### src/design/l2_learning_switch_decision_macros.svh
// Assertion helpers shared by the decision block.
`ifndef L2_LEARNING_SWITCH_DECISION_MACROS_SVH
`define L2_LEARNING_SWITCH_DECISION_MACROS_SVH

// Same-cycle implication, clocked on clk_i, off while rst_ni is low.
`define L2SD_ASSERT_SAME(lbl, ante, cons, msg) \
  lbl: assert property (@(posedge clk_i) disable iff (!rst_ni) (ante) |-> (cons)) \
    else $error(msg);

// Next-cycle implication.
`define L2SD_ASSERT_NEXT(lbl, ante, cons, msg) \
  lbl: assert property (@(posedge clk_i) disable iff (!rst_ni) (ante) |=> (cons)) \
    else $error(msg);

`endif

### src/design/l2sd_pkg.sv
`timescale 1ns / 1ps

package l2sd_pkg;

  localparam int MAC_W     = 48;
  localparam int PORT_W    = 8;
  localparam int SW_W      = 4;
  localparam int VID_W     = 12;
  localparam int VKEY_W    = 13;
  localparam int MCAST_BIT = 40;

  localparam logic [VKEY_W-1:0] UNTAGGED_KEY = 13'h1000;

  localparam int CFG_IDX_W = 1;
  localparam logic [CFG_IDX_W-1:0] CFG_BLOCK_MAC_A = 1'b0;
  localparam logic [CFG_IDX_W-1:0] CFG_BLOCK_MAC_B = 1'b1;

  localparam logic [MAC_W-1:0] BLOCK_MAC_A_RST = 48'h0180C2000000;
  localparam logic [MAC_W-1:0] BLOCK_MAC_B_RST = 48'h01005E0000FB;

  localparam int QUEUE_DEPTH = 2;
  localparam int QPTR_W      = $clog2(QUEUE_DEPTH);

  typedef enum logic [2:0] {
    ACT_BAD_SRC   = 3'd0,
    ACT_BLOCK     = 3'd1,
    ACT_FLOOD     = 3'd2,
    ACT_SAME_PORT = 3'd3,
    ACT_FORWARD   = 3'd4,
    ACT_FLUSHED   = 3'd5
  } action_e;

  typedef enum logic [1:0] {
    JOB_DONE,
    JOB_PACKET,
    JOB_FLUSH
  } job_kind_e;

  typedef enum logic [2:0] {
    BK_CLEAR,
    BK_IDLE,
    BK_SCAN,
    BK_DECIDE,
    BK_EMIT
  } back_state_e;

  typedef struct packed {
    logic              command;
    logic [SW_W-1:0]   switch_id;
    logic [PORT_W-1:0] in_port;
    logic [MAC_W-1:0]  src_mac;
    logic [MAC_W-1:0]  dst_mac;
    logic              vlan_tagged;
    logic [VID_W-1:0]  vlan_id;
  } in_req_t;

  typedef struct packed {
    action_e           action;
    logic [PORT_W-1:0] egress_port;
    logic              learned;
    logic              table_full;
  } out_res_t;

  typedef struct packed {
    logic [SW_W-1:0]   sw;
    logic [VKEY_W-1:0] vkey;
  } tag_t;

  typedef struct packed {
    logic              valid;
    tag_t              tag;
    logic [MAC_W-1:0]  mac;
    logic [PORT_W-1:0] port;
  } entry_t;

  typedef struct packed {
    job_kind_e         kind;
    action_e           action;
    tag_t              tag;
    logic [PORT_W-1:0] port;
    logic [MAC_W-1:0]  src;
    logic [MAC_W-1:0]  dst;
    logic              dst_mcast;
  } job_t;

  // Backpressure seen by the front end.
  typedef struct packed {
    logic q_full;
    logic clearing;
  } front_stat_t;

endpackage

### src/design/l2sd_queue.sv
`timescale 1ns / 1ps

module l2sd_queue (
  input  logic           clk_i,
  input  logic           rst_ni,
  input  logic           push_i,
  input  l2sd_pkg::job_t job_i,
  output logic           full_o,
  input  logic           pop_i,
  output logic           empty_o,
  output l2sd_pkg::job_t job_o
);

  l2sd_pkg::job_t slot_q [l2sd_pkg::QUEUE_DEPTH];

  logic [l2sd_pkg::QPTR_W-1:0] wr_ptr_q, wr_ptr_d;
  logic [l2sd_pkg::QPTR_W-1:0] rd_ptr_q, rd_ptr_d;
  logic [l2sd_pkg::QPTR_W:0]   cnt_q, cnt_d;

  assign full_o  = cnt_q == (l2sd_pkg::QPTR_W + 1)'(l2sd_pkg::QUEUE_DEPTH);
  assign empty_o = cnt_q == '0;
  assign job_o   = slot_q[rd_ptr_q];

  always_comb begin
    wr_ptr_d = push_i ? wr_ptr_q + l2sd_pkg::QPTR_W'(1) : wr_ptr_q;
    rd_ptr_d = pop_i  ? rd_ptr_q + l2sd_pkg::QPTR_W'(1) : rd_ptr_q;
    cnt_d    = cnt_q;
    if (push_i && !pop_i) begin
      cnt_d = cnt_q + (l2sd_pkg::QPTR_W + 1)'(1);
    end else if (!push_i && pop_i) begin
      cnt_d = cnt_q - (l2sd_pkg::QPTR_W + 1)'(1);
    end
  end

  always_ff @(posedge clk_i or negedge rst_ni) begin
    if (!rst_ni) begin
      wr_ptr_q <= '0;
      rd_ptr_q <= '0;
      cnt_q    <= '0;
    end else begin
      wr_ptr_q <= wr_ptr_d;
      rd_ptr_q <= rd_ptr_d;
      cnt_q    <= cnt_d;
    end
  end

  always_ff @(posedge clk_i) begin
    if (push_i) begin
      slot_q[wr_ptr_q] <= job_i;
    end
  end

endmodule

### config.mk
export PLATFORM = sky130hd
export DESIGN_NAME = l2sd_queue
export DESIGN_NICKNAME = d
export VERILOG_FILES = /design/src/design/l2_learning_switch_decision_macros.svh /design/src/design/l2sd_pkg.sv /design/src/design/l2sd_queue.sv
export SDC_FILE = /design/constraint.sdc
export NUM_CORES = 1
export LEC_CHECK = 0
export BUFFER_PORTS_ARGS = -buffer_cell sky130_fd_sc_hd__buf_2
export CELL_PAD_IN_SITES_DETAIL_PLACEMENT = 0
export CELL_PAD_IN_SITES_GLOBAL_PLACEMENT = 2
export CORE_MARGIN = 4
export CORE_UTILIZATION = 34
export CTS_CLUSTER_DIAMETER = 150
export DETAILED_ROUTE_END_ITERATION = 7
export PLACE_DENSITY = 0.85
export RECOVER_POWER = 25
export SYNTH_ARGS = -nofsm -noshare
export SYNTH_HDL_FRONTEND = slang
export SYNTH_SLANG_ARGS = --single-unit
### constraint.sdc
create_clock -name clk_i -period 6.9 [get_ports clk_i]
set_input_delay 0.69 -clock clk_i [delete_from_list [all_inputs] [get_ports clk_i]]
set_output_delay 0.69 -clock clk_i [all_outputs]
set_load 0.05 [all_outputs]
==> After elaboration in Yosys (flattened, before gate mapping) <==
Memory sizes are Yosys's and may differ from the RTL's.
Index checks and enable logic that the tools add are counted.
{ "word_totals": {"word_cells": 19, "mem_count": 1, "reg_bits": 4, "ramBits": 254, "output_inout_bits": 129} }
{ "memory_table": {"columns": ["memory", "depth", "word_bits", "read_ports", "rd_clocked_by_memory_dff", "wr", "line", "source"], "rows": [
  ["slot_q", 2, 127, 1, 0, 1, "l2sd_queue.sv:14", "l2sd_pkg::job_t slot_q [l2sd_pkg::QUEUE_DEPTH];"]
]} }
{ "classes": {"n_mux": 4, "n_reduce_logical": 6, "addsub": 4, "eq_ne": 1} }
{ "ops": {"columns": ["op", "count"], "rows": [
  ["$mux 2", 2],
  ["$add 1x1->1 const B", 2],
  ["$add 2x1->2 const B", 1],
  ["$eq 2x2->1 const B", 1],
  ["$logic_and 1x1->1", 2],
  ["$logic_not 1->1", 2],
  ["$logic_not 2->1", 1],
  ["$mux 1", 2],
  ["$reduce_bool 2->1", 1],
  ["$sub 2x1->2 const B", 1]
]} }

==> Longest topological paths before layout <==
Gate-level depths: netlist (run 1).
{ "depth": {"depth_word": 4, "depth_mapped": 5} }

==> Worst setup path after synthesis (run 1) <==
No wires, ideal clock.
{ "synth_path": {"path_kind": "input-to-reg", "startpoint": "in push_i", "endpoint": "mem slot_q[0][0] (netlist bit), enable pin", "stages": 1, "path_slack_ns": 0.075, "t_arrival_ns": 6.195, "setup_ns": 0.630, "cell_sequence": "nor2b_1"} }
{ "synth_between": {"elab_chain_cells": 2} }
{ "synth_rtl": {"columns": ["element", "line", "source"], "rows": [
  ["from (decl)", "l2sd_queue.sv:6", "input logic push_i,"],
  ["$mux 1", "l2sd_queue.sv:48", "if (push_i) begin"],
  ["$mux 1 (not written as such)", "l2sd_queue.sv:49", "slot_q[wr_ptr_q] <= job_i;"],
  ["to (decl)", "l2sd_queue.sv:14", null]
]} }
Every way passes these cells.

==> summary.txt, run 1 <==
outcome = completed
Final WS setup = 3.16 ns
Peak VDD IR = 0.352 mV
Worst-Margin Slew = 1.06 ns
routed wire length = 18.8 mm
grt peak-use layer = met2
Synth Register Bits = 258
CTS tree = built
final setup fails = 0
post-detail-place hpwl = 12.5 mm
net switching power = 2.33 mW
flop2flop setup slack = 4.41 ns
initial antenna violation count = 4
CP startpoint kind = flop
Critical Path Sink Type = primary output
commonest cells after routing, fill and taps aside = edfxtp_1 (254), buf_2 (229), mux2_2 (127)
crit-path cells = buf_4 -> mux2_2 -> buf_2
sequential share of power = 0.378
die area = 30500 um^2
Antenna Violating Nets Remaining = 0
Pleak = 4.36 nW
post-layout net count = 822
vias in the first global route = 5119
GRT met3 Usage = 0.0415
Mapped Area = 9430 um^2
CTS max path bufs = 3
first drt pass iteration count = 4
Post-CTS Setup Inserts = 0
DR vias/cell = 4.39
Synth Net Count = 543
register area share after synthesis = 0.820
layout cells sized above 1 = 0.564
RePlAce Congestion = 0.729
Cells after Synth = 411
max incr delay on CP = 0.96 ns
CP max FO = 68
total chip power = 5.88 mW
CP arrival = 3.05 ns
f_max = 0.268 GHz
internal power = 3.54 mW
Final Cycle Share = 0.542
Tmin final = 3.74 ns
Clock Latency Late Sink = 0.52 ns
global-route wire length before repair = 28.8 mm
total CTS buffers = 27
Worst-path clk slew = 0.06 ns
switch share = 0.397
Placement Setup Slack = 3.67 ns
root buffer cell = clkbuf_16
post-cts hold buffer count = 1
gr ovfl total = 0
Critical path buffers and inverters = 2
Port Buffers = 259
I/O pin count = 260
Rows = 60
routed via count = 4750
combinational power share = 0.381
Worst Hold Class = input pin to flop
GRT Overall Usage = 0.119
Die Span Y = 175 um
CTS Sinks = 258
drt initial violations = 211
setup tns final = 0 ns
met2 Usage GRT = 0.205
critical path's top delay family = buffers and inverters
Die X-Extent = 175 um
dpl cells = 1032
met1 usage = 0.141
RSZ-0062 raised after global routing = no
Avg Cell Area, Syn = 22.9 um^2
mean routed wirelength per cell = 17.4 um
Final Util = 0.439
max-slew violations = 0
Initial Util = 0.348
critical path class = flop to primary output
Hold Violations, Final = 0
Max-slew headroom = 0.291
commonest non-fill, non-tap cell in the layout = edfxtp_1
PostCTS Resize Cnt = 0
Yosys cell types = 12
Area Overhead vs Synth = 26.2%
worst-path cell with the longest stage delay = dfrtp_4
power density cells = 494 nW/um^2
core area = 27100 um^2
largest net degree at the start of global routing = 75
CP required = 6.21 ns
max_cap viols = 0
skew final = 0.00648 ns
H-tree levels = 1
Non-Filler Instances = 1083
Synth Warn # = 0
Clock power frac = 0.242
# DRC = 0
## path summary, 6_finish.rpt
check | start | to | cells past startpoint
setup reg to reg | wr_ptr_q | slot_q[1][92] | 2
max in group asynchronous | rst_ni | rd_ptr_q | 2
min in group asynchronous | rst_ni | rd_ptr_q | 2
hold / removal | pop_i | rd_ptr_q | 2
hold reg to reg | cnt_q[1] | cnt_q[1] | 1
setup / recovery | rd_ptr_q | job_o[111] | 3
## sequential cells by signal, indices dropped and copies added (netlist names)
| signal | count |
|---|---|
| slot_q | 254 |
| cnt_q | 2 |
| rd_ptr_q | 1 |
| wr_ptr_q | 1 |
## Yosys cell counts
| cell | number | area share |
|---|---|---|
| dfrtp_1 | 4 | 0.011 |
| nor2_1 | 2 | 0.00080 |
| mux2_2 | 127 | 0.15 |
| buf_6 | 4 | 0.0048 |
| clkbuf_8 | 10 | 0.015 |
| ha_1 | 1 | 0.0013 |
| xnor2_1 | 1 | 0.00093 |
| xor2_1 | 4 | 0.0037 |
| inv_1 | 1 | 0.00040 |
| and2_1 | 1 | 0.00066 |
| nor2b_1 | 2 | 0.0013 |
| edfxtp_1 | 254 | 0.81 |
## cells by family (layout without fill, tap and decap cells)
family / Yosys count / count (layout) / synth area share
AND/OR/NAND/NOR: 5 / 5 / 0.00279
XOR/XNOR: 5 / 5 / 0.00465
buffers and inverters: 15 / 313 / 0.0198
flip-flops: 258 / 258 / 0.820
adder cells (fa/ha/maj): 1 / 1 / 0.00133
multiplexers: 127 / 127 / 0.152
other: 0 / 2 / 0
## layer usage
layer,part of all wire,vias up
met5,0.00096,-
li1,-,2198
met2,0.50,180
met4,0.026,4
met1,0.38,2325
met3,0.089,43
## through the flow
step | area [um^2] | hold WS [ns]
CTS | 11900 | 0.317
finish | 11900 | 0.354
detailed placement | 11000 | 0.482
floorplan | 9430 | 0.394
global placement | 11000 | 0.491
global route | 11900 | 0.315
## layout make-up
type | count | area [um^2]
Fill cell | 2413 | 15200
Sequential cell | 258 | 7730
Multi-Input combinational cell | 138 | 1520
Timing Repair Buffer | 264 | 1300
Clock buffer | 33 | 698
Tap cell | 372 | 465
Clock inverter | 15 | 174
Antenna cell | 2 | 5.00
Inverter | 1 | 3.75
## worst register-to-register path, cell delays in order, from the launching register on
cell	delay, ns
dfrtp_1	0.42
and2_4	0.86
buf_4	0.78
## power by group through the flow
stage	clock, mW	sequential (mW)	combinational [mW]
floorplan	0	2.21	1.91
global placement	0	2.24	2.26
detailed placement	0	2.26	2.27
CTS	1.47	2.23	2.27
global route	1.55	2.25	2.34
finish	1.42	2.22	2.24
(Power assumes the default switching activity.)
==> run 2: changes to the inputs <==
- CORE_UTILIZATION: 34 -> 38
- PLACE_DENSITY: 0.85 -> 0.89
- clock period: 6.9 -> 3.8 ns (I/O delays scaled with it)
==> summary.txt, run 2 (synthesis gave the netlist of run 1 again) <==
Initial Util = 0.386 (+0.0386)
commonest cells after routing, fill and taps aside = edfxtp_1 (254), buf_2 (227), mux2_2 (127)
Die X-Extent = 166 um (-5.2%)
CP arrival = 2.44 ns (-0.61 ns)
DR vias/cell = 4.62 (+5.4%)
layout cells sized above 1 = 0.562 (-0.00255)
Final Util = 0.487 (+0.0476)
Worst-Margin Slew = 0.891 ns (-0.173 ns)
power density cells = 898 nW/um^2 (+82%)
PostCTS Resize Cnt = 0 (unchanged)
CTS Sinks = 258 (unchanged)
initial antenna violation count = 1 (-3)
Largest regs = slot_q (254), cnt_q (2)
Die Span Y = 166 um (-5.2%)
H-tree levels = 1 (unchanged)
Critical Path Sink Type = primary output
Area Overhead vs Synth = 25.9%
total CTS buffers = 27 (unchanged)
Hold Violations, Final = 0 (unchanged)
worst hold slack = 0.0371 ns (-0.317 ns)
outcome = completed
GRT Overall Usage = 0.132 (+0.0126)
vias in the first global route = 5133 (+0.27%)
Post-CTS Setup Inserts = 0 (unchanged)
Non-Filler Instances = 1040 (-4.0%)
Worst-path clk slew = 0.06 ns (about the same)
Worst Hold Class = input pin to flop
mean routed wirelength per cell = 18.3 um (+5.2%)
commonest non-fill, non-tap cell in the layout = edfxtp_1
drt initial violations = 273 (+29%)
design area = 11900 um^2 (-0.24%)
f_max = 0.354 GHz
CTS tree = built
Largest register FFs = 254 (unchanged)
DP Area = 11000 um^2 (-0.11%)
dpl cells = 987 (-4.4%)
Max-slew headroom = 0.406 (+0.116)
post-layout net count = 825 (+0.36%)
die area = 27400 um^2 (-10%)
Pleak = 4.37 nW (+0.26%)
Final WS setup = 0.977 ns (-2.19 ns)
skew final = 0.0151 ns (+0.00865 ns)
RSZ-0062 raised after global routing = no
root buffer cell = clkbuf_16
post-detail-place hpwl = 12.9 mm (+2.9%)
routed wire length = 19.0 mm (+1.0%)
Antenna Violating Nets Remaining = 0 (unchanged)
CP startpoint kind = flop
final setup fails = 0 (unchanged)
max-slew violations = 0 (unchanged)
routed via count = 4807 (+1.2%)
I/O pin count = 260 (unchanged)
Peak VDD IR = 0.612 mV (+74%)
gr ovfl total = 0 (unchanged)
total chip power = 10.7 mW (+81%)
setup tns final = 0 ns (unchanged)
# DRC = 0 (unchanged)
global-route wire length before repair = 28.0 mm (-2.7%)
Port Buffers = 259 (unchanged)
CP max FO = 36 (-47%)
final-layout fill cell count = 2072 (-14%)
Rows = 57 (-5.0%)
Most flops, register = slot_q
Clock Latency Late Sink = 0.52 ns (about the same)
critical path class = flop to primary output
Final Cycle Share = 0.743
CTS max path bufs = 3 (unchanged)
largest net degree at the start of global routing = 85 (+13%)
Tmin final = 2.82 ns
core area = 24400 um^2 (-10%)
Placement Setup Slack = 1.50 ns (-2.17 ns)
CP required = 3.42 ns (-2.79 ns)
RePlAce Congestion = 0.836 (+15%)
first drt pass iteration count = 6 (+2)
max_cap viols = 0 (unchanged)
[run 2: changes by cell type in the layout (fill, tap and decap cells not counted), sizes merged]
| cell | previous run | this run |
|---|---|---|
| bufinv | 4 | 3 |
| inv | 1 | 2 |
| clkinv | 9 | 11 |
| clkbuf | 63 | 65 |
| buf | 233 | 234 |
[run 2: what timing repair did]
action / CTS / global route
endpoints found under the hold margin: 4 / 0
hold buffers: 1 / 0
endpoints found under the setup margin: 0 / 0
[run 2: routing by layer]
metal | global-route usage | up-vias | routed length [um]
met5 | 0 | - | 12
met4 | 0.0435 | 2 | 547
met3 | 0.0370 | 37 | 1480
met2 | 0.228 | 192 | 9680
met1 | 0.159 | 2372 | 7300
li1 | - | 2204 | -
[run 2: worst paths after layout]
path / start / end / slack (ns) / cells after the start
worst max register to register: wr_ptr_q / slot_q[1][14] / 1.71 / 2
max in group asynchronous: rst_ni / rd_ptr_q / 3.46 / 2
worst max-delay path: rd_ptr_q / job_o[117] / 0.98 / 3
worst min-delay path: job_i[125] / slot_q[0][125] / 0.04 / 1
worst min register to register: cnt_q[1] / cnt_q[1] / 0.49 / 1
min in group asynchronous: rst_ni / rd_ptr_q / 0.21 / 2
[run 2: cell type report]
cell class / count / area (um^2) / area share
Inverter: 1 / 3.75 / 0.000316
Sequential cell: 258 / 7730 / 0.651
Multi-Input combinational cell: 138 / 1520 / 0.128
Tap cell: 324 / 405 / 0.0342
Clock buffer: 33 / 698 / 0.0588
Clock inverter: 17 / 160 / 0.0135
Antenna cell: 2 / 5.00 / 0.000422
Timing Repair Buffer: 267 / 1340 / 0.113
[run 2: critical path: stages, from the launching register on]
cell     delay [ns]
dfrtp_4        0.78
buf_4          0.49
mux2_2         0.40
buf_2          0.21
[run 2: power by group]
part	internal (mW)	leakage (nW)	total (mW)	switching [mW]
Clock	1.50	0.414	2.51	1.01
Sequential	3.78	2.43	4.00	0.217
Combinational	1.11	1.53	4.15	3.04
