File: src/design/l2_learning_switch_decision_macros.svh
// Assertion helpers shared by the decision block.
`ifndef L2_LEARNING_SWITCH_DECISION_MACROS_SVH
`define L2_LEARNING_SWITCH_DECISION_MACROS_SVH

// Same-cycle implication, clocked on clk_i, off while rst_ni is low.
`define L2SD_ASSERT_SAME(lbl, ante, cons, msg) \
  lbl: assert property (@(posedge clk_i) disable iff (!rst_ni) (ante) |-> (cons)) \
    else $error(msg);

// Next-cycle implication.
`define L2SD_ASSERT_NEXT(lbl, ante, cons, msg) \
  lbl: assert property (@(posedge clk_i) disable iff (!rst_ni) (ante) |=> (cons)) \
    else $error(msg);

`endif

File: src/design/l2sd_pkg.sv
`timescale 1ns / 1ps

package l2sd_pkg;

  localparam int MAC_W     = 48;
  localparam int PORT_W    = 8;
  localparam int SW_W      = 4;
  localparam int VID_W     = 12;
  localparam int VKEY_W    = 13;
  localparam int MCAST_BIT = 40;

  localparam logic [VKEY_W-1:0] UNTAGGED_KEY = 13'h1000;

  localparam int CFG_IDX_W = 1;
  localparam logic [CFG_IDX_W-1:0] CFG_BLOCK_MAC_A = 1'b0;
  localparam logic [CFG_IDX_W-1:0] CFG_BLOCK_MAC_B = 1'b1;

  localparam logic [MAC_W-1:0] BLOCK_MAC_A_RST = 48'h0180C2000000;
  localparam logic [MAC_W-1:0] BLOCK_MAC_B_RST = 48'h01005E0000FB;

  localparam int QUEUE_DEPTH = 2;
  localparam int QPTR_W      = $clog2(QUEUE_DEPTH);

  typedef enum logic [2:0] {
    ACT_BAD_SRC   = 3'd0,
    ACT_BLOCK     = 3'd1,
    ACT_FLOOD     = 3'd2,
    ACT_SAME_PORT = 3'd3,
    ACT_FORWARD   = 3'd4,
    ACT_FLUSHED   = 3'd5
  } action_e;

  typedef enum logic [1:0] {
    JOB_DONE,
    JOB_PACKET,
    JOB_FLUSH
  } job_kind_e;

  typedef enum logic [2:0] {
    BK_CLEAR,
    BK_IDLE,
    BK_SCAN,
    BK_DECIDE,
    BK_EMIT
  } back_state_e;

  typedef struct packed {
    logic              command;
    logic [SW_W-1:0]   switch_id;
    logic [PORT_W-1:0] in_port;
    logic [MAC_W-1:0]  src_mac;
    logic [MAC_W-1:0]  dst_mac;
    logic              vlan_tagged;
    logic [VID_W-1:0]  vlan_id;
  } in_req_t;

  typedef struct packed {
    action_e           action;
    logic [PORT_W-1:0] egress_port;
    logic              learned;
    logic              table_full;
  } out_res_t;

  typedef struct packed {
    logic [SW_W-1:0]   sw;
    logic [VKEY_W-1:0] vkey;
  } tag_t;

  typedef struct packed {
    logic              valid;
    tag_t              tag;
    logic [MAC_W-1:0]  mac;
    logic [PORT_W-1:0] port;
  } entry_t;

  typedef struct packed {
    job_kind_e         kind;
    action_e           action;
    tag_t              tag;
    logic [PORT_W-1:0] port;
    logic [MAC_W-1:0]  src;
    logic [MAC_W-1:0]  dst;
    logic              dst_mcast;
  } job_t;

  // Backpressure seen by the front end.
  typedef struct packed {
    logic q_full;
    logic clearing;
  } front_stat_t;

endpackage

File: src/design/l2sd_front.sv
`timescale 1ns / 1ps

module l2sd_front (
  input  logic                               clk_i,
  input  logic                               rst_ni,
  input  logic                               cfg_we_i,
  input  logic [l2sd_pkg::CFG_IDX_W-1:0]     cfg_idx_i,
  input  logic [l2sd_pkg::MAC_W-1:0]         cfg_data_i,
  input  logic                               in_valid_i,
  output logic                               in_ready_o,
  input  l2sd_pkg::in_req_t                  in_req_i,
  input  l2sd_pkg::front_stat_t              stat_i,
  output logic                               push_o,
  output l2sd_pkg::job_t                     job_o
);

  logic [l2sd_pkg::MAC_W-1:0] block_a_q, block_a_d;
  logic [l2sd_pkg::MAC_W-1:0] block_b_q, block_b_d;

  always_comb begin
    block_a_d = block_a_q;
    block_b_d = block_b_q;
    if (cfg_we_i) begin
      case (cfg_idx_i)
        l2sd_pkg::CFG_BLOCK_MAC_A: block_a_d = cfg_data_i;
        l2sd_pkg::CFG_BLOCK_MAC_B: block_b_d = cfg_data_i;
        default: ;
      endcase
    end
  end

  always_ff @(posedge clk_i or negedge rst_ni) begin
    if (!rst_ni) begin
      block_a_q <= l2sd_pkg::BLOCK_MAC_A_RST;
      block_b_q <= l2sd_pkg::BLOCK_MAC_B_RST;
    end else begin
      block_a_q <= block_a_d;
      block_b_q <= block_b_d;
    end
  end

  assign in_ready_o = !stat_i.q_full && !stat_i.clearing;
  assign push_o     = in_valid_i && in_ready_o;

  // Classify: everything decidable without the table resolves here.
  always_comb begin
    job_o.action    = l2sd_pkg::ACT_FLOOD;
    job_o.tag.sw    = in_req_i.switch_id;
    job_o.tag.vkey  = in_req_i.vlan_tagged ? {1'b0, in_req_i.vlan_id}
                                           : l2sd_pkg::UNTAGGED_KEY;
    job_o.port      = in_req_i.in_port;
    job_o.src       = in_req_i.src_mac;
    job_o.dst       = in_req_i.dst_mac;
    job_o.dst_mcast = in_req_i.dst_mac[l2sd_pkg::MCAST_BIT];
    if (in_req_i.command) begin
      job_o.kind = l2sd_pkg::JOB_FLUSH;
    end else if (in_req_i.src_mac[l2sd_pkg::MCAST_BIT]) begin
      job_o.kind   = l2sd_pkg::JOB_DONE;
      job_o.action = l2sd_pkg::ACT_BAD_SRC;
    end else if (in_req_i.dst_mac == block_a_q || in_req_i.dst_mac == block_b_q) begin
      job_o.kind   = l2sd_pkg::JOB_DONE;
      job_o.action = l2sd_pkg::ACT_BLOCK;
    end else begin
      job_o.kind = l2sd_pkg::JOB_PACKET;
    end
  end

endmodule

File: config.mk
export PLATFORM = sky130hd
export DESIGN_NAME = l2sd_front
export DESIGN_NICKNAME = d
export VERILOG_FILES = /design/src/design/l2_learning_switch_decision_macros.svh /design/src/design/l2sd_pkg.sv /design/src/design/l2sd_front.sv
export SDC_FILE = /design/constraint.sdc
export NUM_CORES = 1
export LEC_CHECK = 0
export BUFFER_PORTS_ARGS = -buffer_cell sky130_fd_sc_hd__buf_4
export CELL_PAD_IN_SITES_DETAIL_PLACEMENT = 1
export CELL_PAD_IN_SITES_GLOBAL_PLACEMENT = 1
export CORE_AREA = 2 2 138 140
export CTS_BUF_LIST = sky130_fd_sc_hd__clkbuf_4 sky130_fd_sc_hd__clkbuf_8
export CTS_CLUSTER_SIZE = 25
export DETAILED_ROUTE_END_ITERATION = 7
export DIE_AREA = 0 0 140 142
export PLACE_DENSITY = 0.81
export SYNTH_ARGS = -nofsm -noshare
export SYNTH_HDL_FRONTEND = slang
export SYNTH_SLANG_ARGS = --single-unit
File: constraint.sdc
create_clock -name clk_i -period 1.7 [get_ports clk_i]
set_clock_uncertainty 0.15 [all_clocks]
set_input_delay 0.17 -clock clk_i [delete_from_list [all_inputs] [get_ports clk_i]]
set_output_delay 0.17 -clock clk_i [all_outputs]
set_load 0.05 [all_outputs]
== After elaboration in Yosys (flattened, before gate mapping) ==
Index checks and enable logic that the tools add are counted.

* RAM bits: 0
* Memories kept: 0
* Output and inout bits: 129
* Register bits after elaboration: 96
* Memory bits (read-only): 0
* Latch bits: 0

* Multiplexer cells: 6
* Reduce and logical (&&, ||, !) cells: 7
* Add/sub/neg operators: 0
* Bitwise logic cells: 1
* Multiply operators: 0
* Order comparisons: 0
* Div/mod/pow operators: 0
* Shift-type cells: 0
* Eq/ne operators: 2

{| class="wikitable"
|+ Operator list
! cell !! count
|-
| $eq 48x48->1 || 2
|-
| $mux 13 || 1
|-
| $mux 5 || 1
|-
| $mux 2 || 2
|-
| $reduce_and 2->1 || 2
|-
| $mux 3 || 1
|-
| $logic_and 1x1->1 || 2
|-
| $logic_not 1->1 || 2
|-
| $logic_or 1x1->1 || 1
|-
| $mux 1 || 1
|-
| $not 1->1 || 1
|}

== Longest topological paths before layout ==
Gate-level depths: netlist of the first run.

* Depth in word-level cells: 5
* Depth in mapped cells: 5

== Worst setup path after synthesis of the first run ==
No wires, ideal clock.

* Path type: register -> output
* Start: reg block_b_q[25] (netlist bit)
* End: out job_o[125] (netlist bit)
* Path buffers: 0
* Slack: -0.987 ns
* Cell stages (with the launch flop): 6
* Data arrival time: 2.367 ns
* Path through: dfstp_2 xor2_1 nor4_1 nand4_1 nor3_2 nor4_1

{| class="wikitable"
|+ RTL lines
! item !! RTL line !! RTL
|-
| start, declared || l2sd_front.sv:18 || <nowiki>logic [l2sd_pkg::MAC_W-1:0] block_b_q, block_b_d;</nowiki>
|-
| start signal, assigned || l2sd_front.sv:35 || <nowiki>block_b_q <= l2sd_pkg::BLOCK_MAC_B_RST;</nowiki>
|-
| start signal, assigned || l2sd_front.sv:38 || <nowiki>block_b_q <= block_b_d;</nowiki>
|-
| end, declared || l2sd_front.sv:14 || <nowiki>output l2sd_pkg::job_t job_o</nowiki>
|}

==> out/summary.log, run 1 <==
qor: clock_tree.cts_tree built
qor: clock_tree.cts_made_buffers 9
qor: finish.post-route-util 0.415
qor: global_route.total_congestion_overflow 0
qor: sta.fin_crit_sh 1.56
qor: detailed_routing.ant_nets 0
qor: finish.area_growth_syn_to_layout 37.4%
qor: power.static-leakage-power 0.00348 uW
qor: worst_setup_path.critical-path-max-stage-delay 400 ps
qor: logic_synthesis.synth_largest_type_area_fraction 0.350
qor: global_route.pin_count_of_the_biggest_net_entering_global_routing 66
qor: finish.most-common-layout-cells sky130_fd_sc_hd__buf_4, sky130_fd_sc_hd__mux2_2, sky130_fd_sc_hd__xor2_1
qor: global_route.grt.total_usage 0.176
qor: global_route.antenna_found_initial 0
qor: logic_synthesis.yosysWarningCount 0
qor: worst_setup_path.cp-end-kind primary output
qor: logic_synthesis.synthDominantAreaCellType sky130_fd_sc_hd__dfrtp_1
qor: floorplan.die_w 140 um
qor: floorplan.number_of_placement_rows 50
qor: worst_setup_path.cpMaxStageDelayCell sky130_fd_sc_hd__dfrtp_1
qor: clock_tree.cts_num_sinks 96
qor: sta.timing.final.ws_setup -959 ps
qor: finish.layout.cells.non_filler 872
qor: clock_tree.clk_root_buffer_cell sky130_fd_sc_hd__clkbuf_8
qor: job.max-cap-violations 0
qor: clock_tree.worstSkewPairLatency 370 ps
qor: floorplan.design.portCount 306
qor: finish.layout-drive-gt1-share 0.601
qor: worst_setup_path.path_max_fanout 3
qor: detailed_routing.first_iter_violations 137
qor: placed_design.dpl.hpwl 14000 um
qor: status.status finished with violations
qor: logic_synthesis.ys_seq_elements 96
qor: logic_synthesis.synth_cell_types 18
qor: placed_design.buffer_ports.inserted 186
qor: status.failed_checks DRC, setup timing
qor: detailed_routing.finalWirelength 17800 um
qor: sta.timing_hold_violations_final 0
qor: worst_setup_path.critical-path-top-cell-by-count sky130_fd_sc_hd__buf_6
qor: finish.final_common_cell sky130_fd_sc_hd__buf_4
qor: logic_synthesis.mappedNetlistNets 642
qor: clock_tree.h-tree-depth 3
qor: global_route.grt_pass1_wl 26100 um
qor: detailed_routing.via_count 3922
qor: clock_tree.clk_transition_reported_paths 100 ps
qor: detailed_routing.vias_per_cell 4.50
qor: logic_synthesis.post_synth.cell_area_avg 12.0 um2
qor: logic_synthesis.synth_area 5580 um2
qor: sta.grt_setup_unrepaired true
qor: worst_hold_path.min_path_type in -> async
qor: floorplan.fp.dieArea 19900 um2
qor: worst_setup_path.arrival_time_worst_endpoint 2340 ps
qor: detailed_routing.wl_per_cell 20.4 um
qor: placed_design.gpl.final_weighted_congestion 0.743
qor: placed_design.placed_cells 804
qor: sta.fmax 376 MHz
qor: logic_synthesis.synth_sequential_area_ratio 0.435
qor: detailed_routing.detail_route.first_pass.iterations 6
qor: floorplan.core_area 18500 um2
qor: worst_setup_path.cp_cell_sequence xor2_1, nor4_1, buf_4, nand4_1, nor3_4, buf_6, o31ai_4, buf_6
qor: power.ir_worst_vdd 472 uV
qor: finish.design.final.nets 809
qor: sta.final_period_minus_worst_setup_slack 2660 ps
qor: sta.setup_violations 3
qor: floorplan.floorplan.initialDensity 0.302
qor: detailed_routing.drcViolationCount 50
qor: clock_tree.clk_path_buf_depth 2
qor: logic_synthesis.ys_top_cells_by_area sky130_fd_sc_hd__dfrtp_1, sky130_fd_sc_hd__mux2_2, sky130_fd_sc_hd__buf_4, sky130_fd_sc_hd__xor2_1, sky130_fd_sc_hd__dfstp_2
qor: global_route.first_global_vias 4445
qor: worst_setup_path.timing.critical_path.required 1380 ps
qor: worst_setup_path.startpoint_type flip-flop
qor: logic_synthesis.syn-instance-count 465
qor: power.powerDensity 836 nW/um2
qor: floorplan.die_h 142 um
qor: worst_setup_path.critPathKind reg -> out
qor: sta.timing.final.max_slew_violations 0
worst max-delay path: cells and delay by family (launching register included):
| kind | cells | cell delay, ps |
|---|---|---|
| and+or+nand+nor | 3 | 840 |
| buffers and inverters | 3 | 490 |
| DFF | 1 | 400 |
| xor gates and xnor gates | 1 | 180 |
| AOI/OAI and AO/OA | 1 | 60 |
flip-flops by register name (all words and copies together) (netlist names):
| signal | cells |
|---|---|
| block_a_q | 48 |
| block_b_q | 48 |
per-stage QoR:
step | hold WS, ps | area, um2 | power [uW] | setup WS (ps) | TNS (ps)
floorplan | -276 | 5630 | 4360 | -167 | -415
global placement | 49.8 | 6790 | 4670 | -784 | -2260
detailed placement | 58.9 | 6790 | 4760 | -834 | -2400
CTS | 173 | 7590 | 6460 | -1050 | -3060
global route | 187 | 7660 | 6750 | -1050 | -3040
finish | 170 | 7670 | 6410 | -959 | -2760
synthesized netlist by cell type (all sizes together):
library cell,number
nor2b,1
nand2,1
o21a,1
inv,2
dfstp,18
dfrtp,78
nor4,25
nor2,2
mux2,96
conb,1
and2,13
nor3,2
o31ai,1
clkbuf,1
buf,121
xor2,96
nand4,6
routing by layer:
| layer | part of all wire | vias to the layer above | global-route usage |
|---|---|---|---|
| met5 | 0 | - | 0.00752 |
| met4 | 0.017 | 0 | 0.0585 |
| met3 | 0.075 | 22 | 0.0559 |
| met2 | 0.55 | 184 | 0.332 |
| met1 | 0.36 | 1940 | 0.187 |
| li1 | - | 1776 | - |
power by group:
group / total, uW / switching, uW / internal [uW] / leakage (uW)
Clock: 1530 / 816 / 714 / 0.0000964
Combinational: 1970 / 1010 / 961 / 0.00228
Sequential: 2910 / 239 / 2670 / 0.00110
Total: 6410 / 2060 / 4340 / 0.00348
final timing paths:
kind | start | endpoint | slack (ps) | cells past startpoint
worst min-delay path | rst_ni | block_a_q[47]$_DFFE_PN0P_ | 170 | 3
worst max-delay path | block_a_q[37]$_DFFE_PN0P_ | job_o[123] | -960 | 8
max in group asynchronous | rst_ni | block_b_q[1]$_DFFE_PN1P_ | 830 | 3
worst min register to register | block_b_q[24]$_DFFE_PN0P_ | block_b_q[24]$_DFFE_PN0P_ | 380 | 1
worst max register to register | block_a_q[20]$_DFFE_PN0P_ | block_a_q[20]$_DFFE_PN0P_ | 640 | 2
min in group clk_i | in_req_i[63] | job_o[51] | 190 | 0
what timing repair did:
action | 4_1_cts | 5_1_grt
setup buffers | 2 | 0
gates resized for setup | 15 | 10
endpoints found under the setup margin | 3 | 3
hold buffers | 49 | 0
pin swaps | 8 | 8
endpoints found under the hold margin | 187 | 0
cell type report:
cell class	count	area, um2
antenna	1	2.50
clock buffer	11	139
clock inverter	5	58.8
fill	1957	10800
inverter	2	7.51
multi-input combinational	245	2450
sequential	96	2420
tap	234	293
timing repair buffer	278	2290
logic make-up (layout without fill, tap and decap cells):
logic type                count (synthesis)  in the layout  synth area share
buffers and inverters                   124            296             0.161
xor gates and xnor gates                 96             96             0.151
muxes                                    96             96             0.194
DFF                                      96             96             0.435
and+or+nand+nor                          50             50            0.0561
AOI/OAI and AO/OA                         2              2           0.00269
other                                     1              2          0.000672
(Power assumes the default switching activity.)
==> run 2, diff against run 1 <==
Settings changed: PLACE_DENSITY 0.81 to unset, PLACE_DENSITY_LB_ADDON set to 0.1.
==> out/summary.log, run 2 (synthesis gave the netlist of run 1 again) <==
qor: power.comb_power_share 0.290 [was 0.307]
qor: global_route.total_congestion_overflow 0 [unchanged]
qor: floorplan.die_w 140 um [unchanged]
qor: worst_setup_path.worst_setup_slack_for_register_to_register_paths 660 ps [was 640 ps]
qor: clock_tree.cts_num_sinks 96 [unchanged]
qor: finish.area_growth_syn_to_layout 35.9% [was 37.4%]
qor: detailed_routing.finalWirelength 17000 um [was 17800 um]
qor: worst_setup_path.startpoint_type flip-flop [unchanged]
qor: finish.post-route-util 0.411 [was 0.415]
qor: global_route.first_global_vias 4323 [was 4445]
qor: finish.biggest_regs block_a_q x48, block_b_q x48 [unchanged]
qor: status.status finished with violations [unchanged]
qor: detailed_routing.drcViolationCount 25 [was 50]
qor: worst_setup_path.cp-end-kind primary output [unchanged]
qor: power.powerDensity 859 nW/um2 [was 836 nW/um2]
qor: floorplan.design.portCount 306 [unchanged]
qor: power.ir_worst_vdd 337 uV [was 472 uV]
qor: clock_tree.clk_path_buf_depth 2 [unchanged]
qor: finish.final_common_cell sky130_fd_sc_hd__buf_4 [unchanged]
qor: power.static-leakage-power 0.00345 uW [was 0.00348 uW]
qor: finish.design.final.nets 804 [was 809]
qor: finish.layout-drive-gt1-share 0.589 [was 0.601]
qor: detailed_routing.vias_per_cell 4.46 [was 4.50]
qor: global_route.grt_pass1_wl 25600 um [was 26100 um]
qor: finish.antenna_diode_instance_count 0 [was 1]
qor: sta.final_period_minus_worst_setup_slack 2670 ps [was 2660 ps]
qor: worst_setup_path.path_max_fanout 2 [was 3]
qor: worst_setup_path.arrival_time_worst_endpoint 2350 ps [was 2340 ps]
qor: worst_setup_path.r2r.worst_path.cells 2 [unchanged]
qor: sta.hold_ws 38.5 ps [was 170 ps]
qor: power.power_switching 2030 uW [was 2060 uW]
qor: global_route.pin_count_of_the_biggest_net_entering_global_routing 49 [was 66]
qor: global_route.antenna_found_initial 0 [unchanged]
qor: placed_design.dpl.hpwl 13500 um [was 14000 um]
qor: floorplan.fp.dieArea 19900 um2 [unchanged]
qor: placed_design.buffer_ports.inserted 186 [unchanged]
qor: detailed_routing.detail_route.first_pass.iterations 8 [was 6]
qor: sta.grt_setup_unrepaired true [unchanged]
qor: clock_tree.clk_transition_reported_paths 100 ps [about the same]
qor: worst_setup_path.regToRegStartpoint block_a_q[17]$_DFFE_PN0P_ [was block_a_q[20]$_DFFE_PN0P_]
qor: power.power_share_of_the_sequential_group 0.443 [was 0.454]
qor: finish.most-common-layout-cells sky130_fd_sc_hd__buf_4, sky130_fd_sc_hd__xor2_1, sky130_fd_sc_hd__mux2_2 [was sky130_fd_sc_hd__buf_4, sky130_fd_sc_hd__mux2_2, sky130_fd_sc_hd__xor2_1]
qor: sta.fin_crit_sh 1.57 [was 1.56]
qor: status.failed_checks DRC, setup timing [unchanged]
qor: floorplan.number_of_placement_rows 50 [unchanged]
qor: sta.fmax 374 MHz [was 376 MHz]
qor: job.max-cap-violations 0 [unchanged]
qor: global_route.grt.total_usage 0.173 [was 0.176]
qor: worst_setup_path.critPathKind reg -> out [unchanged]
qor: power.internal_power 4480 uW [was 4340 uW]
qor: detailed_routing.wl_per_cell 19.6 um [was 20.4 um]
qor: sta.timing.final.max_slew_violations 0 [unchanged]
qor: power.power_switching_share 0.312 [was 0.322]
qor: placed_design.dpl_worst_slack -788 ps [was -834 ps]
qor: sta.timing_hold_violations_final 0 [unchanged]
qor: clock_tree.clk_root_buffer_cell sky130_fd_sc_hd__clkbuf_8 [unchanged]
qor: placed_design.gpl.final_weighted_congestion 0.728 [was 0.743]
qor: worst_setup_path.regToRegEndpoint block_a_q[17]$_DFFE_PN0P_ [was block_a_q[20]$_DFFE_PN0P_]
qor: floorplan.die_h 142 um [unchanged]
qor: worst_hold_path.min_path_type in -> async [unchanged]
qor: detailed_routing.ant_nets 0 [unchanged]
qor: detailed_routing.via_count 3859 [was 3922]
qor: clock_tree.cts_made_buffers 9 [unchanged]
qor: clock_tree.h-tree-depth 3 [unchanged]
qor: sta.timing.final.ws_setup -973 ps [was -959 ps]
qor: sta.setup_violations 3 [unchanged]
qor: clock_tree.worstSkewPairLatency 370 ps [about the same]
qor: worst_setup_path.timing.critical_path.required 1380 ps [about the same]
qor: floorplan.floorplan.initialDensity 0.302 [unchanged]
qor: power.clkPwrFrac 0.267 [was 0.239]
qor: clock_tree.cts_tree built [unchanged]
qor: detailed_routing.first_iter_violations 138 [was 137]
qor: floorplan.core_area 18500 um2 [unchanged]
-- run 2: cell types whose count changed in the layout (fill, tap and decap cells not counted), moves of 2 or more --
cell / delta
sky130_fd_sc_hd__clkbuf_4: -2
sky130_fd_sc_hd__xor2_1: +4
sky130_fd_sc_hd__nor4_4: -3
sky130_fd_sc_hd__nor4_1: +2
sky130_fd_sc_hd__xor2_2: -4
sky130_fd_sc_hd__buf_4: -4
-- run 2: worst max path at each step --
stage                              start    endpoint  slack, ps  cells past startpoint
2_1_floorplan  block_b_q[40]$_DFFE_PN1P_  job_o[122]       -170                      5
3_3_place_gp   block_b_q[12]$_DFFE_PN0P_  job_o[123]       -800                      8
3_5_place_dp   block_b_q[12]$_DFFE_PN0P_  job_o[123]       -790                      8
4_1_cts        block_b_q[17]$_DFFE_PN0P_  job_o[123]      -1050                      8
5_1_grt        block_a_q[28]$_DFFE_PN0P_  job_o[123]      -1080                      8
6_report       block_b_q[17]$_DFFE_PN0P_  job_o[123]       -970                      8
-- run 2: critical path, stage by stage (launching register included) --
cell                      delay [ps]
sky130_fd_sc_hd__dfrtp_1         400
sky130_fd_sc_hd__xor2_1          160
sky130_fd_sc_hd__nor4_2          410
sky130_fd_sc_hd__buf_4           170
sky130_fd_sc_hd__nand4_1         110
sky130_fd_sc_hd__nor3_4          330
sky130_fd_sc_hd__buf_6           170
sky130_fd_sc_hd__o31ai_4          70
sky130_fd_sc_hd__buf_6           150
-- run 2: final cells by class --
cell class	instances	area [um2]
tap	234	293
clock buffer	10	138
inverter	2	7.51
multi-input combinational	245	2380
sequential	96	2420
clock inverter	6	91.3
timing repair buffer	273	2250
fill	1980	10900
-- run 2: metal layers --
layer | wire, um | share of wire | track usage
met5 | 0 | 0 | 0.00251
met4 | 347 | 0.020 | 0.0569
met3 | 1110 | 0.065 | 0.0437
met2 | 8930 | 0.53 | 0.314
met1 | 6610 | 0.39 | 0.199
-- run 2: repair_timing --
item	CTS	global route
resized for setup	16	1
hold endpoints to repair	189	0
setup buffers	1	1
pin swaps	7	5
hold buffers	49	0
endpoints found under the setup margin	3	3
-- run 2: through the flow --
| step | cells | power, uW | cell area [um2] | TNS, ps |
|---|---|---|---|---|
| global placement | 799 | 4670 | 6760 | -2280 |
| CTS | 865 | 6630 | 7570 | -3070 |
| global route | 866 | 6900 | 7580 | -3170 |
| finish | 866 | 6510 | 7580 | -2830 |
| detailed placement | 799 | 4720 | 6760 | -2250 |
| floorplan | 465 | 4360 | 5630 | -415 |
-- run 2: power by group through the flow --
stage	logic (uW)	clock network [uW]	registers, uW
2_1_floorplan	1480	0	2880
3_5_place_dp	1780	0	2940
4_1_cts	1930	1820	2890
6_report	1890	1740	2890
5_1_grt	2050	1910	2940
3_3_place_gp	1760	0	2910
